--- config.mk ---
export PLATFORM = sky130hd
export DESIGN_NAME = fixed_partition_fit_allocator_flat
export DESIGN_NICKNAME = d
export VERILOG_FILES = /design/src/sv/fpfa_pkg.sv /design/src/sv/fpfa_if.sv /design/src/sv/fpfa_ram.sv /design/src/sv/fpfa_ctrl.sv /design/src/sv/fpfa_dp.sv /design/src/sv/fixed_partition_fit_allocator.sv /design/src/flat_wrapper.sv
export SDC_FILE = /design/constraint.sdc
export NUM_CORES = 2
export LEC_CHECK = 0
export BUFFER_PORTS_ARGS = -buffer_cell sky130_fd_sc_hd__clkbuf_2
export CAP_MARGIN = 20
export CORE_AREA = 4 4 497 499
export DETAILED_ROUTE_END_ITERATION = 16
export DIE_AREA = 0 0 501 503
export MAX_ROUTING_LAYER = met4
export PLACE_DENSITY = 0.59
export REMOVE_ABC_BUFFERS = 1
export SETUP_SLACK_MARGIN = 0.1
export SLEW_MARGIN = 40
export SYNTH_ARGS = -nofsm -noshare
export SYNTH_HDL_FRONTEND = slang
export SYNTH_SLANG_ARGS = --single-unit
--- constraint.sdc ---
create_clock -name i_clk -period 5.7 [get_ports i_clk]
set_input_delay 1.14 -clock i_clk [delete_from_list [all_inputs] [get_ports i_clk]]
set_output_delay 1.14 -clock i_clk [all_outputs]
set_load 0.01 [all_outputs]
--- src/sv/fpfa_pkg.sv ---
// ----------------------------------------------------------------------------
// fpfa_pkg
// Shared types and constants for the fixed partition fit allocator.
// ----------------------------------------------------------------------------
package fpfa_pkg;

    // payload field widths
    localparam int ACTION_W = 2;
    localparam int SLOT_W   = 6;
    localparam int AMOUNT_W = 16;
    localparam int LEFT_W   = 16;
    localparam int TOTAL_W  = 22;
    localparam int POLICY_W = 2;
    localparam int PARTS_W  = 7;

    // apb register map
    localparam int APB_AW = 3;
    localparam int APB_DW = 32;
    localparam logic [APB_AW-1:0] ADDR_FIT_POLICY      = 3'h0;
    localparam logic [APB_AW-1:0] ADDR_PARTS_IN_USE    = 3'h4;

    localparam logic [POLICY_W-1:0] FIT_POLICY_RST     = 2'd0;
    localparam logic [PARTS_W-1:0]  PARTS_IN_USE_RST   = 7'd64;

    localparam logic [TOTAL_W-1:0]  TOTAL_MAX          = 22'h3FFFFF;

    // action codes
    localparam logic [ACTION_W-1:0] ACT_LOAD    = 2'd0;
    localparam logic [ACTION_W-1:0] ACT_RESTART = 2'd1;
    localparam logic [ACTION_W-1:0] ACT_REQUEST = 2'd2;

    // fit policy codes, anything else behaves as first fit
    localparam logic [POLICY_W-1:0] POL_FIRST = 2'd0;
    localparam logic [POLICY_W-1:0] POL_BEST  = 2'd1;
    localparam logic [POLICY_W-1:0] POL_WORST = 2'd2;

    typedef enum logic [2:0] {
        ST_IDLE,
        ST_APPLY,
        ST_SCAN,
        ST_DRAIN,
        ST_UPDATE,
        ST_DONE
    } t_state;

    typedef struct packed {
        logic capture;
        logic apply;
        logic scan_issue;
        logic update;
        logic out_load;
    } t_ctrl_cmd;

    typedef struct packed {
        logic last_issue;
        logic out_free;
    } t_ctrl_sts;

endpackage

--- src/sv/fpfa_if.sv ---
// ----------------------------------------------------------------------------
// fpfa_in_if / fpfa_out_if
// Valid/ready channels for allocator actions and their results.
// ----------------------------------------------------------------------------
interface fpfa_in_if
    import fpfa_pkg::*;
();
    logic                valid;
    logic                ready;
    logic [ACTION_W-1:0] action;
    logic [SLOT_W-1:0]   slot_index;
    logic [AMOUNT_W-1:0] amount;

    modport source (output valid, output action, output slot_index, output amount,
                    input ready);
    modport sink   (input valid, input action, input slot_index, input amount,
                    output ready);
endinterface

interface fpfa_out_if
    import fpfa_pkg::*;
();
    logic               valid;
    logic               ready;
    logic               granted;
    logic [SLOT_W-1:0]  chosen_slot;
    logic [LEFT_W-1:0]  leftover;
    logic [TOTAL_W-1:0] total_free;

    modport source (output valid, output granted, output chosen_slot, output leftover,
                    output total_free, input ready);
    modport sink   (input valid, input granted, input chosen_slot, input leftover,
                    input total_free, output ready);
endinterface

--- src/sv/fpfa_ram.sv ---
// ----------------------------------------------------------------------------
// fpfa_ram
// Generic single write port, single read port ram with registered read.
// ----------------------------------------------------------------------------
module fpfa_ram #(
    parameter int WIDTH = 16,
    parameter int DEPTH = 64
) (
    input  logic                     i_clk,
    input  logic                     i_we,
    input  logic [$clog2(DEPTH)-1:0] i_waddr,
    input  logic [WIDTH-1:0]         i_wdata,
    input  logic                     i_re,
    input  logic [$clog2(DEPTH)-1:0] i_raddr,
    output logic [WIDTH-1:0]         o_rdata
);
    logic [WIDTH-1:0] r_mem [DEPTH];
    logic [WIDTH-1:0] r_rdata;

    always_ff @(posedge i_clk) begin
        if (i_we) begin
            r_mem[i_waddr] <= i_wdata;
        end
        if (i_re) begin
            r_rdata <= r_mem[i_raddr];
        end
    end

    assign o_rdata = r_rdata;
endmodule

--- src/sv/fpfa_ctrl.sv ---
// ----------------------------------------------------------------------------
// fpfa_ctrl
// Sequencer: takes one action, runs the table scan and releases the result.
// ----------------------------------------------------------------------------
module fpfa_ctrl
    import fpfa_pkg::*;
(
    input  logic      i_clk,
    input  logic      i_rst_n,
    input  logic      i_in_valid,
    output logic      o_in_ready,
    input  t_ctrl_sts i_sts,
    output t_ctrl_cmd o_cmd
);
    t_state r_state;
    t_state n_state;

    always_ff @(posedge i_clk) begin
        if (!i_rst_n) begin
            r_state <= ST_IDLE;
        end else begin
            r_state <= n_state;
        end
    end

    always_comb begin
        n_state = r_state;
        case (r_state)
            ST_IDLE: begin
                if (i_in_valid) begin
                    n_state = ST_APPLY;
                end
            end
            ST_APPLY:  n_state = ST_SCAN;
            ST_SCAN: begin
                if (i_sts.last_issue) begin
                    n_state = ST_DRAIN;
                end
            end
            // last read still in flight
            ST_DRAIN:  n_state = ST_UPDATE;
            ST_UPDATE: n_state = ST_DONE;
            ST_DONE: begin
                if (i_sts.out_free) begin
                    n_state = ST_IDLE;
                end
            end
            default:   n_state = ST_IDLE;
        endcase
    end

    always_comb begin
        o_cmd      = '0;
        o_in_ready = 1'b0;
        case (r_state)
            ST_IDLE: begin
                o_in_ready  = 1'b1;
                o_cmd.capture = i_in_valid;
            end
            ST_APPLY:  o_cmd.apply      = 1'b1;
            ST_SCAN:   o_cmd.scan_issue = 1'b1;
            ST_DRAIN:  o_cmd            = '0;
            ST_UPDATE: o_cmd.update     = 1'b1;
            ST_DONE:   o_cmd.out_load   = i_sts.out_free;
            default:   o_cmd            = '0;
        endcase
    end
endmodule

--- src/sv/fpfa_dp.sv ---
// ----------------------------------------------------------------------------
// fpfa_dp
// Partition table, fit search over one entry per cycle and result register.
// ----------------------------------------------------------------------------
module fpfa_dp
    import fpfa_pkg::*;
#(
    parameter int MAX_PARTITIONS = 64,
    parameter int SIZE_BITS      = 16
) (
    input  logic                i_clk,
    input  logic                i_rst_n,
    input  t_ctrl_cmd           i_cmd,
    output t_ctrl_sts           o_sts,
    input  logic [POLICY_W-1:0] i_fit_policy,
    input  logic [PARTS_W-1:0]  i_parts_in_use,
    input  logic [ACTION_W-1:0] i_action,
    input  logic [SLOT_W-1:0]   i_slot_index,
    input  logic [AMOUNT_W-1:0] i_amount,
    input  logic                i_out_ready,
    output logic                o_out_valid,
    output logic                o_granted,
    output logic [SLOT_W-1:0]   o_chosen_slot,
    output logic [LEFT_W-1:0]   o_leftover,
    output logic [TOTAL_W-1:0]  o_total_free
);
    localparam int AW    = $clog2(MAX_PARTITIONS);
    localparam int CW    = $clog2(MAX_PARTITIONS + 1);
    localparam int ACC_W = SIZE_BITS + CW;

    logic [ACTION_W-1:0]       r_action;
    logic [SLOT_W-1:0]         r_slot;
    logic [SIZE_BITS-1:0]      r_amt;
    logic [CW-1:0]             r_count;
    logic [CW-1:0]             r_scan_addr;
    logic                      r_rd_vld;
    logic [AW-1:0]             r_rd_idx;
    logic                      r_found;
    logic [AW-1:0]             r_pick;
    logic [SIZE_BITS-1:0]      r_best;
    logic [ACC_W-1:0]          r_acc;
    logic [MAX_PARTITIONS-1:0] r_taken;
    logic [MAX_PARTITIONS-1:0] r_rem_mod;
    logic [MAX_PARTITIONS-1:0] r_orig_vld;
    logic                      r_out_valid;
    logic                      r_granted;
    logic [SLOT_W-1:0]         r_chosen;
    logic [LEFT_W-1:0]         r_left;
    logic [TOTAL_W-1:0]        r_total;

    logic [CW-1:0]             count_clamped;
    logic                      slot_ok;
    logic [AW-1:0]             slot_addr;
    logic                      load_we;
    logic                      grant_we;
    logic [SIZE_BITS-1:0]      orig_q;
    logic [SIZE_BITS-1:0]      rem_q;
    logic [SIZE_BITS-1:0]      scan_sz;
    logic                      fits;
    logic                      take;
    logic [SIZE_BITS-1:0]      new_rem;
    logic [ACC_W-1:0]          total_diff;
    logic [TOTAL_W-1:0]        total_sat;

    always_comb begin
        if (i_parts_in_use == '0) begin
            count_clamped = CW'(1);
        end else if (32'(i_parts_in_use) > 32'(MAX_PARTITIONS)) begin
            count_clamped = CW'(MAX_PARTITIONS);
        end else begin
            count_clamped = CW'(i_parts_in_use);
        end
    end

    assign slot_ok   = 32'(r_slot) < 32'(MAX_PARTITIONS);
    assign slot_addr = AW'(r_slot);
    assign load_we   = i_cmd.apply && (r_action == ACT_LOAD) && slot_ok;
    assign grant_we  = i_cmd.update && (r_action == ACT_REQUEST) && r_found;
    assign new_rem   = r_best - r_amt;

    fpfa_ram #(.WIDTH(SIZE_BITS), .DEPTH(MAX_PARTITIONS)) u_orig_ram (
        .i_clk   (i_clk),
        .i_we    (load_we),
        .i_waddr (slot_addr),
        .i_wdata (r_amt),
        .i_re    (i_cmd.scan_issue),
        .i_raddr (r_scan_addr[AW-1:0]),
        .o_rdata (orig_q)
    );

    fpfa_ram #(.WIDTH(SIZE_BITS), .DEPTH(MAX_PARTITIONS)) u_rem_ram (
        .i_clk   (i_clk),
        .i_we    (grant_we),
        .i_waddr (r_pick),
        .i_wdata (new_rem),
        .i_re    (i_cmd.scan_issue),
        .i_raddr (r_scan_addr[AW-1:0]),
        .o_rdata (rem_q)
    );

    // remaining size follows the original until a grant overwrites it
    always_comb begin
        if (r_rem_mod[r_rd_idx]) begin
            scan_sz = rem_q;
        end else if (r_orig_vld[r_rd_idx]) begin
            scan_sz = orig_q;
        end else begin
            scan_sz = '0;
        end
    end

    assign fits = (r_action == ACT_REQUEST) && !r_taken[r_rd_idx] && (r_amt <= scan_sz);

    always_comb begin
        take = 1'b0;
        if (fits) begin
            if (!r_found) begin
                take = 1'b1;
            end else if (i_fit_policy == POL_BEST) begin
                take = scan_sz < r_best;
            end else if (i_fit_policy == POL_WORST) begin
                take = scan_sz > r_best;
            end
        end
    end

    assign total_diff = r_acc - (r_found ? ACC_W'(r_amt) : ACC_W'(0));
    assign total_sat  = (64'(total_diff) > 64'(TOTAL_MAX)) ? TOTAL_MAX
                                                           : TOTAL_W'(total_diff);

    // item capture and scan datapath
    always_ff @(posedge i_clk) begin
        if (i_cmd.capture) begin
            r_action <= i_action;
            r_slot   <= i_slot_index;
            r_amt    <= SIZE_BITS'(i_amount);
        end
        if (i_cmd.apply) begin
            r_count     <= count_clamped;
            r_scan_addr <= '0;
            r_acc       <= '0;
        end else if (i_cmd.scan_issue) begin
            r_scan_addr <= r_scan_addr + CW'(1);
        end
        r_rd_idx <= r_scan_addr[AW-1:0];
        if (r_rd_vld) begin
            r_acc <= r_acc + ACC_W'(scan_sz);
            if (take) begin
                r_pick <= r_rd_idx;
                r_best <= scan_sz;
            end
        end
    end

    // control bits and per-entry flags
    always_ff @(posedge i_clk) begin
        if (!i_rst_n) begin
            r_rd_vld   <= 1'b0;
            r_found    <= 1'b0;
            r_taken    <= '0;
            r_rem_mod  <= '0;
            r_orig_vld <= '0;
        end else begin
            r_rd_vld <= i_cmd.scan_issue;
            if (i_cmd.apply) begin
                r_found <= 1'b0;
            end else if (r_rd_vld && take) begin
                r_found <= 1'b1;
            end
            if (load_we) begin
                r_orig_vld[slot_addr] <= 1'b1;
                r_rem_mod[slot_addr]  <= 1'b0;
            end
            if (i_cmd.apply && (r_action == ACT_RESTART)) begin
                r_rem_mod <= '0;
                r_taken   <= '0;
            end
            if (grant_we) begin
                r_taken[r_pick]   <= 1'b1;
                r_rem_mod[r_pick] <= 1'b1;
            end
        end
    end

    // output register
    always_ff @(posedge i_clk) begin
        if (!i_rst_n) begin
            r_out_valid <= 1'b0;
        end else if (i_cmd.out_load) begin
            r_out_valid <= 1'b1;
        end else if (i_out_ready) begin
            r_out_valid <= 1'b0;
        end
    end

    always_ff @(posedge i_clk) begin
        if (i_cmd.out_load) begin
            r_granted <= r_found;
            r_chosen  <= r_found ? SLOT_W'(r_pick) : '0;
            r_left    <= r_found ? LEFT_W'(new_rem) : '0;
            r_total   <= total_sat;
        end
    end

    assign o_sts.last_issue = r_scan_addr == (r_count - CW'(1));
    assign o_sts.out_free   = !r_out_valid || i_out_ready;

    assign o_out_valid   = r_out_valid;
    assign o_granted     = r_granted;
    assign o_chosen_slot = r_chosen;
    assign o_leftover    = r_left;
    assign o_total_free  = r_total;
endmodule

--- src/sv/fixed_partition_fit_allocator.sv ---
// ----------------------------------------------------------------------------
// fixed_partition_fit_allocator
// Fixed partition allocator with first, best and worst fit placement.
// ----------------------------------------------------------------------------
// Every action (load, restart, request) gives one result. The table is read
// one entry per cycle through the registered read port of the size memories,
// both to find the fit and to sum total_free. An action passes through the
// apply, scan, drain, update and done states; the result is offered from the
// output register and the next action is taken back in the idle state.
// One action is in flight at a time; a finished result sits in the output
// register, and the block waits only when a second result is ready before the
// first has been taken. Restart and reset take effect at once through
// per-entry flag bits, so no clearing pass is needed.
module fixed_partition_fit_allocator
    import fpfa_pkg::*;
#(
    parameter int MAX_PARTITIONS = 64,
    parameter int SIZE_BITS      = 16
) (
    input  logic              i_clk,
    input  logic              i_rst_n,
    fpfa_in_if.sink           i_item,
    fpfa_out_if.source        o_result,
    input  logic              psel,
    input  logic              penable,
    input  logic              pwrite,
    input  logic [APB_AW-1:0] paddr,
    input  logic [APB_DW-1:0] pwdata,
    output logic [APB_DW-1:0] prdata,
    output logic              pready
);
    logic [POLICY_W-1:0] r_fit_policy;
    logic [PARTS_W-1:0]  r_parts_in_use;
    logic                cfg_we;
    t_ctrl_cmd           cmd;
    t_ctrl_sts           sts;

    assign pready = 1'b1;
    assign cfg_we = psel && penable && pwrite;

    always_ff @(posedge i_clk) begin
        if (!i_rst_n) begin
            r_fit_policy   <= FIT_POLICY_RST;
            r_parts_in_use <= PARTS_IN_USE_RST;
        end else if (cfg_we) begin
            case (paddr)
                ADDR_FIT_POLICY:   r_fit_policy   <= pwdata[POLICY_W-1:0];
                ADDR_PARTS_IN_USE: r_parts_in_use <= pwdata[PARTS_W-1:0];
                default: ;
            endcase
        end
    end

    always_comb begin
        case (paddr)
            ADDR_FIT_POLICY:   prdata = APB_DW'(r_fit_policy);
            ADDR_PARTS_IN_USE: prdata = APB_DW'(r_parts_in_use);
            default:           prdata = '0;
        endcase
    end

    fpfa_ctrl u_ctrl (
        .i_clk      (i_clk),
        .i_rst_n    (i_rst_n),
        .i_in_valid (i_item.valid),
        .o_in_ready (i_item.ready),
        .i_sts      (sts),
        .o_cmd      (cmd)
    );

    fpfa_dp #(
        .MAX_PARTITIONS (MAX_PARTITIONS),
        .SIZE_BITS      (SIZE_BITS)
    ) u_dp (
        .i_clk          (i_clk),
        .i_rst_n        (i_rst_n),
        .i_cmd          (cmd),
        .o_sts          (sts),
        .i_fit_policy   (r_fit_policy),
        .i_parts_in_use (r_parts_in_use),
        .i_action       (i_item.action),
        .i_slot_index   (i_item.slot_index),
        .i_amount       (i_item.amount),
        .i_out_ready    (o_result.ready),
        .o_out_valid    (o_result.valid),
        .o_granted      (o_result.granted),
        .o_chosen_slot  (o_result.chosen_slot),
        .o_leftover     (o_result.leftover),
        .o_total_free   (o_result.total_free)
    );
endmodule

--- src/flat_wrapper.sv ---
// flat-port wrapper written by rule: the top's interface ports become plain ports
module fixed_partition_fit_allocator_flat import fpfa_pkg::*;
#(
    parameter int MAX_PARTITIONS = 64,
    parameter int SIZE_BITS      = 16
)
  (i_clk, i_rst_n, psel, penable, pwrite, paddr, pwdata, prdata, pready, i_item_valid, i_item_action, i_item_slot_index, i_item_amount, i_item_ready, o_result_valid, o_result_granted, o_result_chosen_slot, o_result_leftover, o_result_total_free, o_result_ready);
  fpfa_in_if i_item_i ();
  fpfa_out_if o_result_i ();
  input  logic i_clk;
  input  logic i_rst_n;
  input  logic psel;
  input  logic penable;
  input  logic pwrite;
  input  logic [APB_AW-1:0] paddr;
  input  logic [APB_DW-1:0] pwdata;
  output logic [APB_DW-1:0] prdata;
  output logic pready;
  input wire logic [$bits(i_item_i.valid)-1:0] i_item_valid;
  input wire logic [$bits(i_item_i.action)-1:0] i_item_action;
  input wire logic [$bits(i_item_i.slot_index)-1:0] i_item_slot_index;
  input wire logic [$bits(i_item_i.amount)-1:0] i_item_amount;
  output wire logic [$bits(i_item_i.ready)-1:0] i_item_ready;
  output wire logic [$bits(o_result_i.valid)-1:0] o_result_valid;
  output wire logic [$bits(o_result_i.granted)-1:0] o_result_granted;
  output wire logic [$bits(o_result_i.chosen_slot)-1:0] o_result_chosen_slot;
  output wire logic [$bits(o_result_i.leftover)-1:0] o_result_leftover;
  output wire logic [$bits(o_result_i.total_free)-1:0] o_result_total_free;
  input wire logic [$bits(o_result_i.ready)-1:0] o_result_ready;
  assign i_item_i.valid = i_item_valid;
  assign i_item_i.action = i_item_action;
  assign i_item_i.slot_index = i_item_slot_index;
  assign i_item_i.amount = i_item_amount;
  assign i_item_ready = i_item_i.ready;
  assign o_result_valid = o_result_i.valid;
  assign o_result_granted = o_result_i.granted;
  assign o_result_chosen_slot = o_result_i.chosen_slot;
  assign o_result_leftover = o_result_i.leftover;
  assign o_result_total_free = o_result_i.total_free;
  assign o_result_i.ready = o_result_ready;
  fixed_partition_fit_allocator #(.MAX_PARTITIONS(MAX_PARTITIONS), .SIZE_BITS(SIZE_BITS)) u_core (.i_clk(i_clk), .i_rst_n(i_rst_n), .i_item(i_item_i), .o_result(o_result_i), .psel(psel), .penable(penable), .pwrite(pwrite), .paddr(paddr), .pwdata(pwdata), .prdata(prdata), .pready(pready));
endmodule
[Yosys cells after proc, flatten, opt, wreduce, memory -nomap -nowiden]
Memories as Yosys holds them, arrays and structs flattened. A register that Yosys moved wholly into a read port is not among the register bits.
Index checks and enable logic that the tools add are counted.
Word-level totals
  memories: 2
  input bits: 66
  output and inout port bits: 80
  register bits: 341
  memory bits (writable): 2048
  word-level logic and storage cells: 130
Memories
  u_core.u_dp.u_orig_ram.r_mem: words 64, width 16, rd ports 1, clocked after Yosys merged registers in 1, wr ports 1, line fpfa_ram.sv:17  | logic [WIDTH-1:0] r_mem [DEPTH];
  u_core.u_dp.u_rem_ram.r_mem: words 64, width 16, rd ports 1, clocked after Yosys merged registers in 1, wr ports 1, line fpfa_ram.sv:17
Operators by class
  reduce and logical (&&, ||, !) cells: 26
  muxes and demuxes: 44
  equality and inequality tests: 14
  add/sub/neg operators: 5
  bitwise logic cells: 6
  magnitude comparators: 10
Operators by type and width (number)
  2-to-1 mux 64 bit: 7
  bitwise OR 64 bit: 3
  bitwise AND 64 bit: 1
  NOT 64 bit: 1
  2-to-1 mux 16 bit: 3
  2-to-1 mux 23 bit: 2
  adder 23 x 16 -> 23 bit: 1
  greater-than comparator 23 x 22 -> 1 bit (second input constant): 1
  subtractor 23 x 16 -> 23 bit: 1
  < comparator 6 x 7 -> 1 bit (second input constant): 3
  2-to-1 mux 1 bit: 21
  binary-select mux 1 bit (select 6 bit): 3
  one-hot mux 3 bit (6 select lines): 1
  greater-than comparator 16 bit: 1
  less-or-equal comparator 16 bit: 1
  < comparator 16 bit: 1
  subtractor 16 bit: 1
  one-hot mux 7 bit (2 select lines): 1
  demux 1 bit (select 6 bit): 2
  greater-or-equal comparator 6 x 1 -> 1 bit (second input constant): 2
  logical AND 1 bit: 11
  equality test 3 bit (second input constant): 3
  2-to-1 mux 3 bit: 3
  adder 7 x 1 -> 7 bit (second input constant): 1
  20 further kinds: 30

[Depth between registers and ports, before layout]
  word-level depth: 11
  mapped depth: 20

[By module]
Synthesis repeated with hierarchy kept, for this count alone.
Second synthesis, totals
  cells, all modules: 5424
  area, all modules: 98385.6 um2
Modules (own cells, without submodules)
  fpfa_ram: seq. area each 31230.0 um2, cells each 1829, times used 2, area an instance 40202.3 um2
  fpfa_dp: seq. area each 7797.5 um2, cells each 1666, times used 1, area an instance 17118.9 um2
  fixed_partition_fit_allocator: seq. area each 180.2 um2, cells each 78, times used 1, area an instance 676.9 um2
  fpfa_ctrl: seq. area each 60.1 um2, cells each 22, times used 1, area an instance 185.2 um2

[Worst setup path after synthesis]
Ideal clock, no wire load.
  path type: reg-to-reg
  from: register u_core.u_dp.r_rd_idx[2]
  to: register u_core.u_dp.r_best[0] (enable)
  arrival time: 4.745 ns
  path buffers: 4
  data required time: 5.292 ns
  cell stages (with the launch flop): 18
  clock period less this slack: 5.153 ns
  path slack: 0.547 ns
  path through: dfxtp_1 > clkbuf_1 > clkbuf_1 > mux4_2 > mux2i_1 > a21oi_1 > mux4_2 > buf_6 > buf_12 > mux2_4 > ha_1 > nand4_1 > or2_2 > a211oi_1 > nor3_1 > o21ai_0 > mux2i_1 > a21oi_1
Between the ends
  word-level cells in the longest chain between the ends: 10
Ends and longest elaborated chain
  start, declared: line fpfa_dp.sv:37  | logic [AW-1:0] r_rd_idx;
  start signal, assigned: line fpfa_dp.sv:145  | r_rd_idx <= r_scan_addr[AW-1:0];
  binary-select mux 1 bit (select 6 bit): line fpfa_dp.sv:105  | end else if (r_orig_vld[r_rd_idx]) begin
  2-to-1 mux 1 bit (not written as such): line fpfa_dp.sv:105
  2-to-1 mux 16 bit: line fpfa_dp.sv:105
  2-to-1 mux 16 bit *: line fpfa_dp.sv:103  | if (r_rem_mod[r_rd_idx]) begin
  net u_core.u_dp.scan_sz[11]: line fpfa_dp.sv:58  | logic [SIZE_BITS-1:0] scan_sz;
  greater-than comparator 16 bit: line fpfa_dp.sv:122  | take = scan_sz > r_best;
  2-to-1 mux 1 bit: line fpfa_dp.sv:121  | end else if (i_fit_policy == POL_WORST) begin
  2-to-1 mux 1 bit: line fpfa_dp.sv:119  | end else if (i_fit_policy == POL_BEST) begin
  2-to-1 mux 1 bit: line fpfa_dp.sv:117  | if (!r_found) begin
  2-to-1 mux 1 bit *: line fpfa_dp.sv:116  | if (fits) begin
  AND reduction 2 bit (no source line) *
  end signal, assigned: line fpfa_dp.sv:150  | r_best <= scan_sz;
  end, declared: line fpfa_dp.sv:40  | logic [SIZE_BITS-1:0] r_best;
Mark *: on every way through the listed nets, which the timed path passes. The rest lies on a longest branch. The select of a mux whose other input is x is not followed.
A chain may end at the register's enable or synchronous reset.

[Worst setup path after layout]
  from: register u_core.u_dp.r_rd_idx[0]
  to: register u_core.u_dp.r_acc[20] (data pin)
Between the ends
  word-level cells in the longest chain between the ends: 6
Ends and longest elaborated chain
  binary-select mux 1 bit (select 6 bit): line fpfa_dp.sv:105
  2-to-1 mux 1 bit (not written as such): line fpfa_dp.sv:105
  2-to-1 mux 16 bit: line fpfa_dp.sv:105
  2-to-1 mux 16 bit *: line fpfa_dp.sv:103
  net u_core.u_dp.scan_sz[0]: line fpfa_dp.sv:58
  adder 23 x 16 -> 23 bit *: line fpfa_dp.sv:147  | r_acc <= r_acc + ACC_W'(scan_sz);
  2-to-1 mux 23 bit *: line fpfa_dp.sv:146  | if (r_rd_vld) begin
  end signal, assigned: line fpfa_dp.sv:147
  end, declared: line fpfa_dp.sv:41  | logic [ACC_W-1:0] r_acc;
Marks and branches as above.

==> metrics <==
status completed; most common cell after layout, fill and taps aside edfxtp_1; unrepaired setup endpoints after global routing false; Area growth, synth to finish 15.27%; via count just under 50000; Slew @ Worst Pin just under 900 ps; layout cells sized above 1 roughly 29%; Core Region ~240000 um^2; clk sinks approximately 2400; Max-Slew Margin vs Limit 40.92%; largest net degree at the start of global routing ~140; Final setup viols 0; number of synthesized register bits about 2400; slowest cell delay on critical path 550 ps; Clock Latency Late Sink about 870 ps; Placer Congestion between 0.8 and 0.9; Worst Skew 44.57 ps; PD cells 386.5 nW/um^2; pre-CTS WS between 100 and 150 ps; dpl hpwl between 150 and 200 mm; placed insts just over 8000; Reg2Reg Depth 17; via density per instance between 5 and 6; Layout Cells excl Fill around 8500; nets@finish between 5000 and 6000; WP data arrival ~6000 ps; Die Y ~500 um; CTS max path bufs 3; Post-synth EDFFs roughly 2200; Unique masters post-synth 70; final period utilization approximately 93%; Routed Antenna Nets 0; sequential area share after synthesis between 70% and 80%; most frequent cells in the layout edfxtp_1 (2201), mux4_2 (703), clkbuf_16 (231); WHS between 400 and 500 ps; Std-Cell Rows 181; CTS tree yes; initial antenna violation count 18; worst setup path class reg2reg; Post-synth ARST share 0%; setup repair bufs after CTS 0; CTS buffer count around 230; fin crit period ~5300 ps; CP Launch Type register; crit-path cells buf_4, mux4_2, mux2_2, nand3_1, nand4_1, a32oi_2, nor2b_1, mux2_4, ha_1, fa_1, a211oi_1, o21ai_0, a211o_1, a21oi_1, o21ai_0, and3b_1, o21a_1; Cell Area, Synth about 96000 um^2; vias in the first global route about 48000; Root Driver clkbuf_16; Routed Wire Length ~250 mm; CP Data Required Time ~6300 ps; Max VDD drop between 200 and 300 uV; clock-pin slew on the worst setup and hold paths approximately 70 ps; Slowest-stage cell, CP mux4_2; H-tree levels 4; YS warnings 0; leakage 34.55 nW; CP max FO 16; Die W roughly 500 um; Avg Cell Area, Syn ~20 um^2; Hold Crit Depth 1; Top Ports approximately 150; ys flop type edfxtp_1; GRT Resource Usage Total between 20% and 30%; synthesized instance count 4778; Port Buffer Count 94; Max Fclk 188.4 MHz; post-route setup TNS 0 ps; Worst path most repeated cell o21ai_0; Initial DRC Count between 5000 and 6000; first-pass GRT wire length between 300 and 400 mm; reported max-cap violation count 0; Routed WL per cell ~30 um; Hold Fails Final Rpt 0; crit end category register; Die ar. 252000 um^2; total congestion overflow 0; starting density of the core between 30% and 40%; Post-route DRC 0; Tot Pwr 42.97 mW; Pre-antenna DRT Iters 5; Final WS setup a little under 400 ps; max-slew violations 0; Hold Crit Class in2reg
## layout make-up
type                    count  area [um^2]
fillers                 20066       131400
flip-flops and latches   2421        70530
multi-input cells        2058        25420
clock buffers             291         6097
well taps                3202         4006
repair buffers            324         3515
clock inverters           128         1409
inverters                  48        185.2
diodes                      6        15.01
## sequential cells by signal, indices dropped and copies added (netlist names), 22 cells and up
name	flops
u_core.u_dp.o_total_free	22
u_core.u_dp.r_acc	23
u_core.u_dp.r_orig_vld	64
u_core.u_dp.r_rem_mod	64
u_core.u_dp.r_taken	64
u_core.u_dp.u_orig_ram.r_mem	1024
u_core.u_dp.u_rem_ram.r_mem	1024
## logic make-up after synthesis
logic type	count (synthesis)	share of synthesized area [%]
fa+ha+maj	84	1.113
flops	2421	73.10
simple gates	716	3.569
mux	790	17.57
other cells	2	0.007787
xor+xnor	57	0.5176
buf+inv	323	1.485
compound gates	385	2.644
## metal layers
| metal | vias to the layer above | wire, um | global-route usage, % |
|---|---|---|---|
| met4 | 0 | 5115 | 4.585 |
| met5 | - | 0 | - |
| li1 | 20108 | - | - |
| met1 | 26260 | 106800 | 28.10 |
| met3 | 311 | 15040 | 2.699 |
| met2 | 1827 | 122900 | 32.35 |
## where the power goes
part	leakage, nW	total, mW	switching, mW	internal, mW
Combinational	9.36	7.60	4.07	3.53
Sequential	21.5	20.2	0.241	19.9
Clock	3.64	15.2	6.61	8.57
Total	34.5	43.0	10.9	32.0
## worst max-delay path, delay by kind of cell (launching register included)
kind	cells	cell delay, ps
buf+inv	1	320
simple gates	4	570
compound gates	7	1760
mux	3	1160
fa+ha+maj	2	700
flops	1	540
## final timing paths
path                         startpoint                          to  slack, ps
min reg2reg  u_core.u_dp.r_orig_vld[50]  u_core.u_dp.r_orig_vld[50]        460
max             u_core.u_dp.r_rd_idx[0]       u_core.u_dp.r_acc[20]        390
max reg2reg     u_core.u_dp.r_rd_idx[0]       u_core.u_dp.r_acc[20]        390
min                    i_item_action[0]     u_core.u_dp.r_action[0]        440
## metrics by stage
step | utilization (%) | area, um^2
finish | 45.84 | 111200
global route | 45.84 | 111200
CTS | 45.73 | 110900
detailed placement | 42.64 | 103400
global placement | 42.07 | 102000
floorplan | - | 95280
## timing repair
item	CTS	global route
hold buffers	0	0
endpoints found under the setup margin	0	3
resized for setup	0	1
## synthesized netlist by cell type, drive strengths merged, types with 8 or more instances
cell type     n  area share [%]
edfxtp     2201              69
mux4        713              17
nor2        250            0.97
dfxtp       220             4.6
clkbuf      178            0.69
nand2       155            0.60
o21a        139             1.1
nor2b       122            0.79
a21oi       113            0.59
buf          97            0.61
ha           81             1.1
mux2i        59            0.61
inv          46            0.18
and2         43            0.28
o21ai        43            0.22
nand3        37            0.19
xnor2        35            0.32
nor3         25            0.13
xor2         22            0.20
mux2         18            0.26
nand4        17            0.11
nand2b       13           0.084
nand3b       12           0.093
and3         11           0.071
a211oi       10           0.078
a21o         10           0.078
or3           9           0.058
a31oi         8           0.052
No activity file was read; power rests on OpenSTA's default activity.
